### config.mk
export PLATFORM = sky130hd
export DESIGN_NAME = total_order_sequencer
export DESIGN_NICKNAME = d
export VERILOG_FILES = /design/src/rtl/tos_pkg.sv /design/src/rtl/tos_ram.sv /design/src/rtl/tos_alu.sv /design/src/rtl/total_order_sequencer.sv
export SDC_FILE = /design/constraint.sdc
export NUM_CORES = 1
export LEC_CHECK = 0
export ABC_AREA = 1
export BUFFER_PORTS_ARGS = -buffer_cell sky130_fd_sc_hd__buf_4
export CORE_ASPECT_RATIO = 1.2
export CORE_MARGIN = 2
export CORE_UTILIZATION = 40
export DETAILED_ROUTE_END_ITERATION = 12
export PLACE_DENSITY_LB_ADDON = 0.05
export REMOVE_ABC_BUFFERS = 1
export SETUP_SLACK_MARGIN = 0.02
export SLEW_MARGIN = 5
export SYNTH_ARGS = -nofsm -noshare
export SYNTH_HDL_FRONTEND = slang
export SYNTH_SLANG_ARGS = --single-unit
### constraint.sdc
create_clock -name aclk -period 21.7 [get_ports aclk]
set_input_delay 1.085 -clock aclk [delete_from_list [all_inputs] [get_ports aclk]]
set_output_delay 1.085 -clock aclk [all_outputs]
set_load 0.005 [all_outputs]
### src/rtl/tos_pkg.sv
// types and constants shared by the turn sequencer files
`timescale 1ns / 1ps

package tos_pkg;

    localparam int SEQ_W = 63;

    typedef enum logic [2:0] {
        OP_GRAB        = 3'd0,
        OP_RELEASE     = 3'd1,
        OP_CANCEL      = 3'd2,
        OP_SELF_CANCEL = 3'd3,
        OP_INTERRUPT   = 3'd4
    } op_t;

    typedef enum logic [2:0] {
        SL_HOLDER      = 3'd0,
        SL_WAIT        = 3'd1,
        SL_CANCELED    = 3'd2,
        SL_INTERRUPTED = 3'd3,
        SL_RELEASED    = 3'd4
    } slot_t;

    typedef enum logic [2:0] {
        ST_OK       = 3'd0,
        ST_CANCELED = 3'd1,
        ST_RETRY    = 3'd2,
        ST_INTR     = 3'd3,
        ST_RANGE    = 3'd4,
        ST_PARKED   = 3'd5,
        ST_FAULT    = 3'd6
    } status_t;

    typedef enum logic [1:0] {
        WK_GRANTED     = 2'd0,
        WK_CANCELED    = 2'd1,
        WK_INTERRUPTED = 2'd2
    } wake_t;

    typedef enum logic [7:0] {
        FSM_CLEAR   = 8'b0000_0001,
        FSM_IDLE    = 8'b0000_0010,
        FSM_READ    = 8'b0000_0100,
        FSM_WIN     = 8'b0000_1000,
        FSM_EXEC    = 8'b0001_0000,
        FSM_ADV_INC = 8'b0010_0000,
        FSM_ADV_CHK = 8'b0100_0000,
        FSM_DONE    = 8'b1000_0000
    } fsm_t;

    typedef struct packed {
        logic [2:0]       operation;
        logic [SEQ_W-1:0] seqno;
    } in_t;

    typedef struct packed {
        logic [2:0]       status;
        logic [SEQ_W-1:0] turn_now;
        logic             wake_valid;
        logic [SEQ_W-1:0] wake_seqno;
        logic [1:0]       wake_code;
    } out_t;

endpackage

### src/rtl/tos_ram.sv
// generic single write port ram with registered read
`timescale 1ns / 1ps

module tos_ram #(
    parameter int WIDTH = 3,
    parameter int DEPTH = 16
) (
    input  logic                     aclk,
    input  logic                     wr_en,
    input  logic [$clog2(DEPTH)-1:0] wr_addr,
    input  logic [WIDTH-1:0]         wr_data,
    input  logic                     rd_en,
    input  logic [$clog2(DEPTH)-1:0] rd_addr,
    output logic [WIDTH-1:0]         rd_data
);

    logic [WIDTH-1:0] mem [DEPTH];
    logic [WIDTH-1:0] rd_data_reg;

    always_ff @(posedge aclk) begin
        if (wr_en) begin
            mem[wr_addr] <= wr_data;
        end
        if (rd_en) begin
            rd_data_reg <= mem[rd_addr];
        end
    end

    assign rd_data = rd_data_reg;

endmodule

### src/rtl/tos_alu.sv
// shared add and compare unit: sum = base + addend, probe compared with sum
`timescale 1ns / 1ps

module tos_alu
    import tos_pkg::*;
#(
    parameter int ADD_W = 5
) (
    input  logic [SEQ_W-1:0] base,
    input  logic [ADD_W-1:0] addend,
    input  logic [SEQ_W-1:0] probe,
    output logic [SEQ_W:0]   sum,
    output logic             lt,
    output logic             eq
);

    // one bit wider than the turn so the window top never wraps
    assign sum = {1'b0, base} + (SEQ_W + 1)'(addend);
    assign lt  = {1'b0, probe} < sum;
    assign eq  = {1'b0, probe} == sum;

endmodule

### src/rtl/total_order_sequencer.sv
// top level of the total-order turn sequencer
`timescale 1ns / 1ps

// total-order turn keeper
//
// requests arrive on the s_ channel (valid/ready, payload in_t: operation and
// seqno); each transaction gives exactly one result transaction on the m_
// channel (payload out_t: status, turn after the request, wake notice).
// cfg_wr_en / cfg_wr_data load the start sequence number straight into the
// turn counter; the slot ring is not touched by that write.
//
// one request is in flight at a time. between one acceptance and the next a
// request goes through slot read, turn compare, window compare, decide and
// result hand-off. a release of the current turn adds turn steps (each an
// increment and a slot check), one step plus one per canceled slot skipped.
// the steps run in series, as they share the ram port and the single
// add/compare unit. the result is registered into m_valid at the hand-off
// step, and it stays in the output register until taken. while a result
// waits the block still accepts and works on the next request; that request
// then holds in its final step until the output register is free.
//
// after reset the slot ring is swept to released, one slot a cycle, with
// s_ready low until every slot is done. RING_DEPTH must be a power of two.

module total_order_sequencer
    import tos_pkg::*;
#(
    parameter int RING_DEPTH = 16
) (
    input  logic             aclk,
    input  logic             aresetn,
    input  logic             cfg_wr_en,
    input  logic [SEQ_W-1:0] cfg_wr_data,
    input  logic             s_valid,
    output logic             s_ready,
    input  in_t              s_payload,
    output logic             m_valid,
    input  logic             m_ready,
    output out_t             m_payload
);

    localparam int AW    = $clog2(RING_DEPTH);
    localparam int CNT_W = $clog2(RING_DEPTH) + 1;

    // sequencer and working registers
    fsm_t             state_reg, state_next;
    in_t              req_reg, req_next;
    logic [SEQ_W-1:0] turn_reg, turn_next;
    logic             lt_reg, lt_next;      // seqno below turn
    logic             eq_reg, eq_next;      // seqno is the turn
    logic             win_reg, win_next;    // seqno below turn + depth
    slot_t            slot_reg, slot_next;
    status_t          status_reg, status_next;
    logic             wake_valid_reg, wake_valid_next;
    logic [SEQ_W-1:0] wake_seqno_reg, wake_seqno_next;
    wake_t            wake_code_reg, wake_code_next;
    logic [CNT_W-1:0] step_reg, step_next;
    logic [AW-1:0]    clr_cnt_reg, clr_cnt_next;
    logic             m_valid_reg, m_valid_next;
    out_t             m_payload_reg, m_payload_next;

    // slot ram port
    logic          ram_we;
    logic [AW-1:0] ram_waddr;
    logic [2:0]    ram_wdata;
    logic          ram_re;
    logic [AW-1:0] ram_raddr;
    logic [2:0]    ram_rdata;

    // shared add and compare unit
    logic [CNT_W-1:0] alu_addend;
    logic [SEQ_W:0]   alu_sum;
    logic             alu_lt;
    logic             alu_eq;

    tos_ram #(
        .WIDTH (3),
        .DEPTH (RING_DEPTH)
    ) u_slot_ram (
        .aclk    (aclk),
        .wr_en   (ram_we),
        .wr_addr (ram_waddr),
        .wr_data (ram_wdata),
        .rd_en   (ram_re),
        .rd_addr (ram_raddr),
        .rd_data (ram_rdata)
    );

    tos_alu #(
        .ADD_W (CNT_W)
    ) u_alu (
        .base   (turn_reg),
        .addend (alu_addend),
        .probe  (req_reg.seqno),
        .sum    (alu_sum),
        .lt     (alu_lt),
        .eq     (alu_eq)
    );

    assign s_ready   = (state_reg == FSM_IDLE);
    assign m_valid   = m_valid_reg;
    assign m_payload = m_payload_reg;

    always_comb begin
        logic gt;
        logic adv;

        state_next      = state_reg;
        req_next        = req_reg;
        turn_next       = turn_reg;
        lt_next         = lt_reg;
        eq_next         = eq_reg;
        win_next        = win_reg;
        slot_next       = slot_reg;
        status_next     = status_reg;
        wake_valid_next = wake_valid_reg;
        wake_seqno_next = wake_seqno_reg;
        wake_code_next  = wake_code_reg;
        step_next       = step_reg;
        clr_cnt_next    = clr_cnt_reg;
        m_valid_next    = m_valid_reg;
        m_payload_next  = m_payload_reg;

        ram_we     = 1'b0;
        ram_waddr  = req_reg.seqno[AW-1:0];
        ram_wdata  = SL_RELEASED;
        ram_re     = 1'b0;
        ram_raddr  = s_payload.seqno[AW-1:0];
        alu_addend = '0;

        gt  = !lt_reg && !eq_reg;
        adv = 1'b0;

        // taken result leaves the output register
        if (m_ready) begin
            m_valid_next = 1'b0;
        end

        case (state_reg)
            FSM_CLEAR: begin
                ram_we       = 1'b1;
                ram_waddr    = clr_cnt_reg;
                ram_wdata    = SL_RELEASED;
                clr_cnt_next = clr_cnt_reg + 1'b1;
                if (clr_cnt_reg == AW'(RING_DEPTH - 1)) begin
                    state_next = FSM_IDLE;
                end
            end
            FSM_IDLE: begin
                if (s_valid) begin
                    req_next        = s_payload;
                    ram_re          = 1'b1;
                    status_next     = ST_OK;
                    wake_valid_next = 1'b0;
                    wake_seqno_next = '0;
                    wake_code_next  = WK_GRANTED;
                    state_next      = FSM_READ;
                end
            end
            FSM_READ: begin
                // compare seqno with the turn
                lt_next    = alu_lt;
                eq_next    = alu_eq;
                slot_next  = slot_t'(ram_rdata);
                state_next = FSM_WIN;
            end
            FSM_WIN: begin
                // compare seqno with the top of the window
                alu_addend = CNT_W'(RING_DEPTH);
                win_next   = alu_lt;
                state_next = FSM_EXEC;
            end
            FSM_EXEC: begin
                case (op_t'(req_reg.operation))
                    OP_GRAB: begin
                        if (lt_reg) begin
                            status_next = ST_CANCELED;
                        end else if (!win_reg) begin
                            status_next = ST_RETRY;
                        end else if (slot_reg == SL_INTERRUPTED) begin
                            ram_we      = 1'b1;
                            ram_wdata   = SL_RELEASED;
                            status_next = ST_INTR;
                        end else if (slot_reg == SL_CANCELED) begin
                            status_next = ST_CANCELED;
                        end else if (slot_reg == SL_RELEASED) begin
                            ram_we = 1'b1;
                            if (eq_reg) begin
                                ram_wdata = SL_HOLDER;
                            end else begin
                                ram_wdata   = SL_WAIT;
                                status_next = ST_PARKED;
                            end
                        end else begin
                            status_next = ST_FAULT;
                        end
                    end
                    OP_RELEASE: begin
                        if (!win_reg) begin
                            status_next = ST_RETRY;
                        end else if (eq_reg) begin
                            adv = 1'b1;
                        end else if (gt) begin
                            status_next = (slot_reg == SL_CANCELED) ? ST_OK : ST_FAULT;
                        end else begin
                            status_next = (slot_reg == SL_RELEASED) ? ST_OK : ST_FAULT;
                        end
                    end
                    OP_CANCEL: begin
                        if (!win_reg) begin
                            status_next = ST_FAULT;
                        end else if (gt || (eq_reg && slot_reg != SL_HOLDER)) begin
                            if (slot_reg == SL_WAIT) begin
                                wake_valid_next = 1'b1;
                                wake_seqno_next = req_reg.seqno;
                                wake_code_next  = WK_CANCELED;
                            end
                            ram_we    = 1'b1;
                            ram_wdata = SL_CANCELED;
                        end else begin
                            status_next = ST_CANCELED;
                        end
                    end
                    OP_SELF_CANCEL: begin
                        if (!win_reg) begin
                            status_next = ST_RETRY;
                        end else if (gt) begin
                            ram_we    = 1'b1;
                            ram_wdata = SL_CANCELED;
                        end else if (eq_reg) begin
                            adv = 1'b1;
                        end
                    end
                    OP_INTERRUPT: begin
                        if (lt_reg) begin
                            status_next = ST_RANGE;
                        end else if (!win_reg) begin
                            status_next = ST_RETRY;
                        end else if (slot_reg == SL_HOLDER || slot_reg == SL_CANCELED) begin
                            status_next = ST_RANGE;
                        end else if (slot_reg == SL_WAIT) begin
                            ram_we          = 1'b1;
                            ram_wdata       = SL_RELEASED;
                            wake_valid_next = 1'b1;
                            wake_seqno_next = req_reg.seqno;
                            wake_code_next  = WK_INTERRUPTED;
                        end else if (slot_reg == SL_RELEASED) begin
                            ram_we    = 1'b1;
                            ram_wdata = SL_INTERRUPTED;
                        end
                    end
                    default: begin
                        status_next = ST_FAULT;
                    end
                endcase

                if (adv) begin
                    // free the releasing slot and start stepping the turn
                    ram_we     = 1'b1;
                    ram_wdata  = SL_RELEASED;
                    step_next  = '0;
                    state_next = FSM_ADV_INC;
                end else begin
                    state_next = FSM_DONE;
                end
            end
            FSM_ADV_INC: begin
                alu_addend = CNT_W'(1);
                turn_next  = alu_sum[SEQ_W-1:0];
                ram_re     = 1'b1;
                ram_raddr  = alu_sum[AW-1:0];
                state_next = FSM_ADV_CHK;
            end
            FSM_ADV_CHK: begin
                ram_waddr = turn_reg[AW-1:0];
                if (slot_t'(ram_rdata) == SL_CANCELED && step_reg < CNT_W'(RING_DEPTH)) begin
                    // skip and free a canceled slot
                    ram_we     = 1'b1;
                    ram_wdata  = SL_RELEASED;
                    step_next  = step_reg + 1'b1;
                    state_next = FSM_ADV_INC;
                end else if (slot_t'(ram_rdata) == SL_WAIT) begin
                    // parked waiter gets the turn
                    ram_we          = 1'b1;
                    ram_wdata       = SL_HOLDER;
                    wake_valid_next = 1'b1;
                    wake_seqno_next = turn_reg;
                    wake_code_next  = WK_GRANTED;
                    state_next      = FSM_DONE;
                end else begin
                    state_next = FSM_DONE;
                end
            end
            FSM_DONE: begin
                if (!m_valid_reg || m_ready) begin
                    m_valid_next              = 1'b1;
                    m_payload_next.status     = status_reg;
                    m_payload_next.turn_now   = turn_reg;
                    m_payload_next.wake_valid = wake_valid_reg;
                    m_payload_next.wake_seqno = wake_seqno_reg;
                    m_payload_next.wake_code  = wake_code_reg;
                    state_next                = FSM_IDLE;
                end
            end
            default: begin
                state_next = FSM_CLEAR;
            end
        endcase

        // start sequence number loads the turn at once
        if (cfg_wr_en) begin
            turn_next = cfg_wr_data;
        end
    end

    always_ff @(posedge aclk) begin
        if (!aresetn) begin
            state_reg   <= FSM_CLEAR;
            turn_reg    <= '0;
            clr_cnt_reg <= '0;
            m_valid_reg <= 1'b0;
        end else begin
            state_reg   <= state_next;
            turn_reg    <= turn_next;
            clr_cnt_reg <= clr_cnt_next;
            m_valid_reg <= m_valid_next;
        end
        req_reg        <= req_next;
        lt_reg         <= lt_next;
        eq_reg         <= eq_next;
        win_reg        <= win_next;
        slot_reg       <= slot_next;
        status_reg     <= status_next;
        wake_valid_reg <= wake_valid_next;
        wake_seqno_reg <= wake_seqno_next;
        wake_code_reg  <= wake_code_next;
        step_reg       <= step_next;
        m_payload_reg  <= m_payload_next;
    end

    // only one request in flight
    a_one_in_flight: assert property (@(posedge aclk) disable iff (!aresetn)
        (s_valid && s_ready) |=> !s_ready)
        else $error("request accepted while another is in flight");

    // a wake notice only comes with an ok status
    a_wake_ok: assert property (@(posedge aclk) disable iff (!aresetn)
        (m_valid && m_payload.wake_valid) |-> (m_payload.status == ST_OK))
        else $error("wake notice with non-ok status");

    // wake fields are zero when no waiter is resolved
    a_wake_zero: assert property (@(posedge aclk) disable iff (!aresetn)
        (m_valid && !m_payload.wake_valid) |->
            (m_payload.wake_seqno == '0 && m_payload.wake_code == WK_GRANTED))
        else $error("wake fields not cleared");

    // a granted waiter is the new turn
    a_grant_turn: assert property (@(posedge aclk) disable iff (!aresetn)
        (m_valid && m_payload.wake_valid && m_payload.wake_code == WK_GRANTED) |->
            (m_payload.wake_seqno == m_payload.turn_now))
        else $error("granted waiter differs from turn");

endmodule

# == Word-level counts from Yosys, hierarchy flattened ==
# Memory sizes are Yosys's and may differ from the RTL's. A register that Yosys moved wholly into a read port is not among the register bits.
# Index checks and enable logic that the tools add are counted.
# word_totals
ff_bits,354
ramBits,48
out_inout_bits,134
memories,1
# memory_table
name,words,word_bits,read_ports,rd_ports_with_merged_regs,wr,line_no,rtl
u_slot_ram.mem,16,3,1,1,1,tos_ram.sv:17,logic [WIDTH-1:0] mem [DEPTH];
# classes
n_addsub,3
magnitude_cmp,2
eq_ne,40
muxes,119
reduce_logical,23
# op_table
operator,n
$mux W63,11
$pmux W63 S3,1
$pmux W63 S2,1
$mux W3,35
$add A63 B5 Y64,1
$eq A63 B64 Y1,1
$lt A63 B64 Y1,1
$pmux W8 S8,1
$mux W8,5
$mux W1,37
$ne A3 B3 Y1 const B,8
$mux W2,10
$pmux W5 S2,2
$eq A3 B2 Y1 const B,5
$pmux W3 S5,1
$ne A2 B2 Y1 const B,7
$pmux W3 S2,2
$pmux W3 S4,1
$reduce_and A12 Y1,1
$mux W5,2
$reduce_and A10 Y1,1
$eq A3 B1 Y1 const B,3
$eq A8 B1 Y1 const B,1
$eq A8 B2 Y1 const B,1
31 further kinds,48

# == Logic depth before layout (Yosys ltp) ==
# logic_depth
ltp_word,11
depth_mapped,31

# == By module ==
# From an unflattened synthesis, not the netlist that was laid out.
# hier_totals
hier_cells,2048
hier_area_um2,19743.9
# modules_own_cells
module,n_inst,cells_each,area_per_inst_um2
total_order_sequencer,1,1117,13375.3
tos_alu,1,707,4098.9
tos_ram,1,224,2269.7

# == Worst setup path before layout ==
# OpenSTA, ideal clock, no wires.
# synth_path
path_type,input -> register
startpoint,input port m_ready
endpoint,"register m_payload_reg (netlist bit m_payload[0]), enable pin"
setup_ps,667
arrival_time_ps,7506
path_slack_ps,13527
path_stages,2
n_path_buf,0
path_cell_list,inv_1 a21oi_1
# synth_via
elab_chain_len,2
# synth_rtl
element,line_no,rtl
from (decl),total_order_sequencer.sv:38,"input logic m_ready,"
$logic_or A1 B1 Y1,total_order_sequencer.sv:295,if (!m_valid_reg || m_ready) begin
$reduce_and A2 Y1 (no source line),-,
to (signal assigned),total_order_sequencer.sv:338,m_payload_reg <= m_payload_next;
to (decl),total_order_sequencer.sv:60,"out_t m_payload_reg, m_payload_next;"
# No other way between the ends.
# A chain may end at the register's enable or synchronous reset.

# == Worst setup path after layout ==
# layout_path
startpoint,register state_reg[2]
endpoint,register lt_reg (data pin)
# layout_via
elab_chain_len,4
word_cells_on_any_way,5
classes_between,1 x add/sub; 1 x order compare; 2 x eq/ne; 1 x mux
# layout_rtl
element,line_no,rtl
from (decl),total_order_sequencer.sv:46,"fsm_t state_reg, state_next;"
from (signal assigned),total_order_sequencer.sv:323,state_reg <= state_next;
$eq A8 B6 Y1 or $eq A8 B4 Y1 (tied branches),total_order_sequencer.sv:139,case (state_reg)
$pmux W5 S2 *,total_order_sequencer.sv:139,
$add A63 B5 Y64 *,tos_alu.sv:18,"assign sum = {1'b0, base} + (SEQ_W + 1)'(addend);"
$lt A63 B64 Y1 *,tos_alu.sv:19,"assign lt = {1'b0, probe} < sum;"
net alu_lt,total_order_sequencer.sv:73,logic alu_lt;
to (signal assigned),total_order_sequencer.sv:329,lt_reg <= lt_next;
to (decl),total_order_sequencer.sv:49,"logic lt_reg, lt_next;"
# The timed path passes the listed nets; every way through them passes the cells marked *.

==> impl_metrics.ini <==
[clock_tree]
cts_sinks = 405
holdBufCountCts = 0
cts_tree = built
cts_setup_buffers = 0
htreeDepth = 2
cts_buffer_depth = 3
worstSkewPairLatency_ns = 0.58
post_cts_resize_count = 0
root_buffer = clkbuf_16
path_clk_slew_ns = 0.07
cts_buffers = 45

[routing]
dr_total_vias = 15683
drc = 0
top_layer_used = met5
drtAntennaViolNets = 0
met2WireLength_um = 35700
drt_wl_total_um = 65800
drt-met1-wl_um = 24500
firstDrtPassIters = 6
viasPerCell = 5.18
avgRoutedWirePerCell_um = 21.7
dr_wl_met3_um = 3070
drtIter0Drc = 1042

[sta]
worst_pin_slew_ns = 1.20
report.final.hold_viol_count = 0
hold-worst-slack_ns = 0.416
period_share = 0.208
rsz0062_at_grt = no
layout_setup_ws_ns = 17.18
setup_tns_ns = 0
slew_headroom = 0.202
fmax_ghz = 0.221
setup_viol = 0
clock_skew_ns = 0.0261
final.min_clock_period_ns = 4.52
slew_viol_final = 0

[synth]
synth-seq-cells = 405
synth.avg_cell_area_um2 = 9.33
async_reset_ff_frac = 0
synth_edf_count = 329
seq_area_frac_synth = 0.586
yosysWarnings = 0
synth_cell_types = 51
syn_area_um2 = 19400
synth_ff_type = edfxtp_1
synthCells = 2084

[cells_and_area]
drive_gt1_frac = 0.170
diodes = 0
final_cell_mix = 559 x nand2_1, 329 x edfxtp_1, 280 x buf_4, 270 x inv_1, 196 x nor2_1
final_util = 0.491
nFillCells = 4584
nets = 2562
largest_reg_flops = 132
layout_commonest_cell = nand2_1
area_delta_synth_final_pct = 21.3

[floorplanning]
die_h_um = 246
ios = 268
die_w_um = 205
rows = 88
fp.coreArea_um2 = 48000
dieArea_um2 = 50400
initial_core_util = 0.405

[place]
hpwl_um = 50400
place_ws_ns = 17.29
gp_congestion = 0.943
io_buffers = 267

[critical_path]
endpoint_kind = flop
critPathSlowestCell = nor2b_2
crit_top_cell = nand2_1
crit_fanout = 16
critical_path_class = reg2reg
arrival_ns = 4.83
critPathRequiredTime_ns = 22.02
cp_slowest_stage_delay_ns = 0.41
cp_cell_sequence = inv_1 > nand2_2 > nor2_8 > nand2_4 > inv_1 > ha_1 > ha_1 > nand3_1 > o21ai_4 > nand2_1 > nor2b_2 > xor2_1 > inv_1 > ha_1 > nand2_1 > nor2_1 > nand2_1 > nor3_1 > nand2_1 > nand2_1 > nor2_1 > nor2_1 > nor2_1
startpoint_type = flop

[status]
status = completed

[global_routing]
gr-usage-all-layers = 0.262
grt_pass1_wl_um = 96800
grt_max_degree = 72
grt_antenna_before_repair = 1
grt_overflow = 0
grt_pass1_vias = 15751

[pwr]
p_leak_nw = 9.16
peakVddDrop_v = 0.0000610
power.density_nw_per_um2 = 73.2
power_w = 0.00173

[flow_run]
maxCapViolations = 0

[min_path]
hp-class = reg2reg
## cells by family (layout without fill, tap and decap cells)
group                    after synthesis  after routing  synth area share
AO/OA/AOI/OAI                        254            254            0.0728
XOR/XNOR                              28             28            0.0126
adder cells (fa/ha/maj)               68             68            0.0438
buffers and inverters                326            638            0.0658
flip-flops                           405            405             0.586
AND/OR/NAND/NOR                     1003           1003             0.219
## layer usage
layer	vias to the layer above	track usage
li1	7523	-
met1	7531	0.293
met2	506	0.502
met3	121	0.0331
met4	2	0.0933
met5	-	0
## worst paths after layout
path | from | endpoint | slack (ns) | depth (start not counted)
setup / recovery | state_reg[2] | lt_reg | 17.18 | 23
hold / removal | wake_seqno_reg[39] | m_payload[41] | 0.42 | 0
setup reg to reg | state_reg[2] | lt_reg | 17.18 | 23
hold reg to reg | wake_seqno_reg[39] | m_payload[41] | 0.42 | 0
## layout make-up
cell class | instances | area [µm²] | area share
well taps | 630 | 788 | 0.0334
clock buffers | 61 | 1270 | 0.0538
clock inverters | 22 | 185 | 0.00785
repair buffers | 280 | 2100 | 0.0891
multi-input cells | 1353 | 6810 | 0.289
flip-flops and latches | 405 | 11400 | 0.483
inverters | 275 | 1030 | 0.0438
## critical path: cells and delay by family, from the launching register on
kind,cells,cell delay (ns)
simple gates,15,2.32
buf+inv,3,0.30
fa+ha+maj,3,0.77
compound gates,1,0.30
xor+xnor,1,0.23
flops,1,0.31
## power breakdown
part / total [W] / switching [W] / internal [W] / leakage, nW
sequential: 0.000866 / 0.0000167 / 0.000849 / 3.53
clock: 0.000748 / 0.000320 / 0.000428 / 0.707
combinational: 0.000112 / 0.0000706 / 0.0000412 / 4.92
total: 0.00173 / 0.000407 / 0.00132 / 9.16
## Yosys cell counts, types with 2 or more instances
cell	number	area [µm²]
nand2_2	8	50.1
nand4_1	38	238
nor3_1	31	155
o21a_1	2	15.0
nand2_1	560	2100
ha_1	68	851
a31oi_1	28	175
and2_1	2	12.5
a21oi_1	77	385
nand2_4	3	33.8
o21ai_1	6	30.0
o211ai_1	2	15.0
clkbuf_1	27	101
xnor2_1	2	17.5
dfxtp_1	76	1520
nand3_1	133	666
a21oi_2	2	17.5
buf_6	3	33.8
nor2_4	4	45.0
a32o_1	4	40.0
inv_2	5	18.8
nor2_2	15	93.8
inv_1	270	1010
nor2_1	197	739
o31ai_1	3	22.5
buf_2	16	80.1
nand3b_1	2	15.0
buf_4	3	22.5
or2_2	2	12.5
o21ai_2	2	17.5
edfxtp_1	329	9880
xor2_1	26	228
o2111ai_1	2	17.5
o21ai_0	119	596
## through the flow
stage	area, µm²	cells
2_1_floorplan	19200	2033
3_3_place_gp	22100	2943
3_5_place_dp	22100	2943
4_1_cts	23600	3026
5_1_grt	23600	3026
6_report	23600	3026
Note: power is estimated with default switching activity, not from simulation.
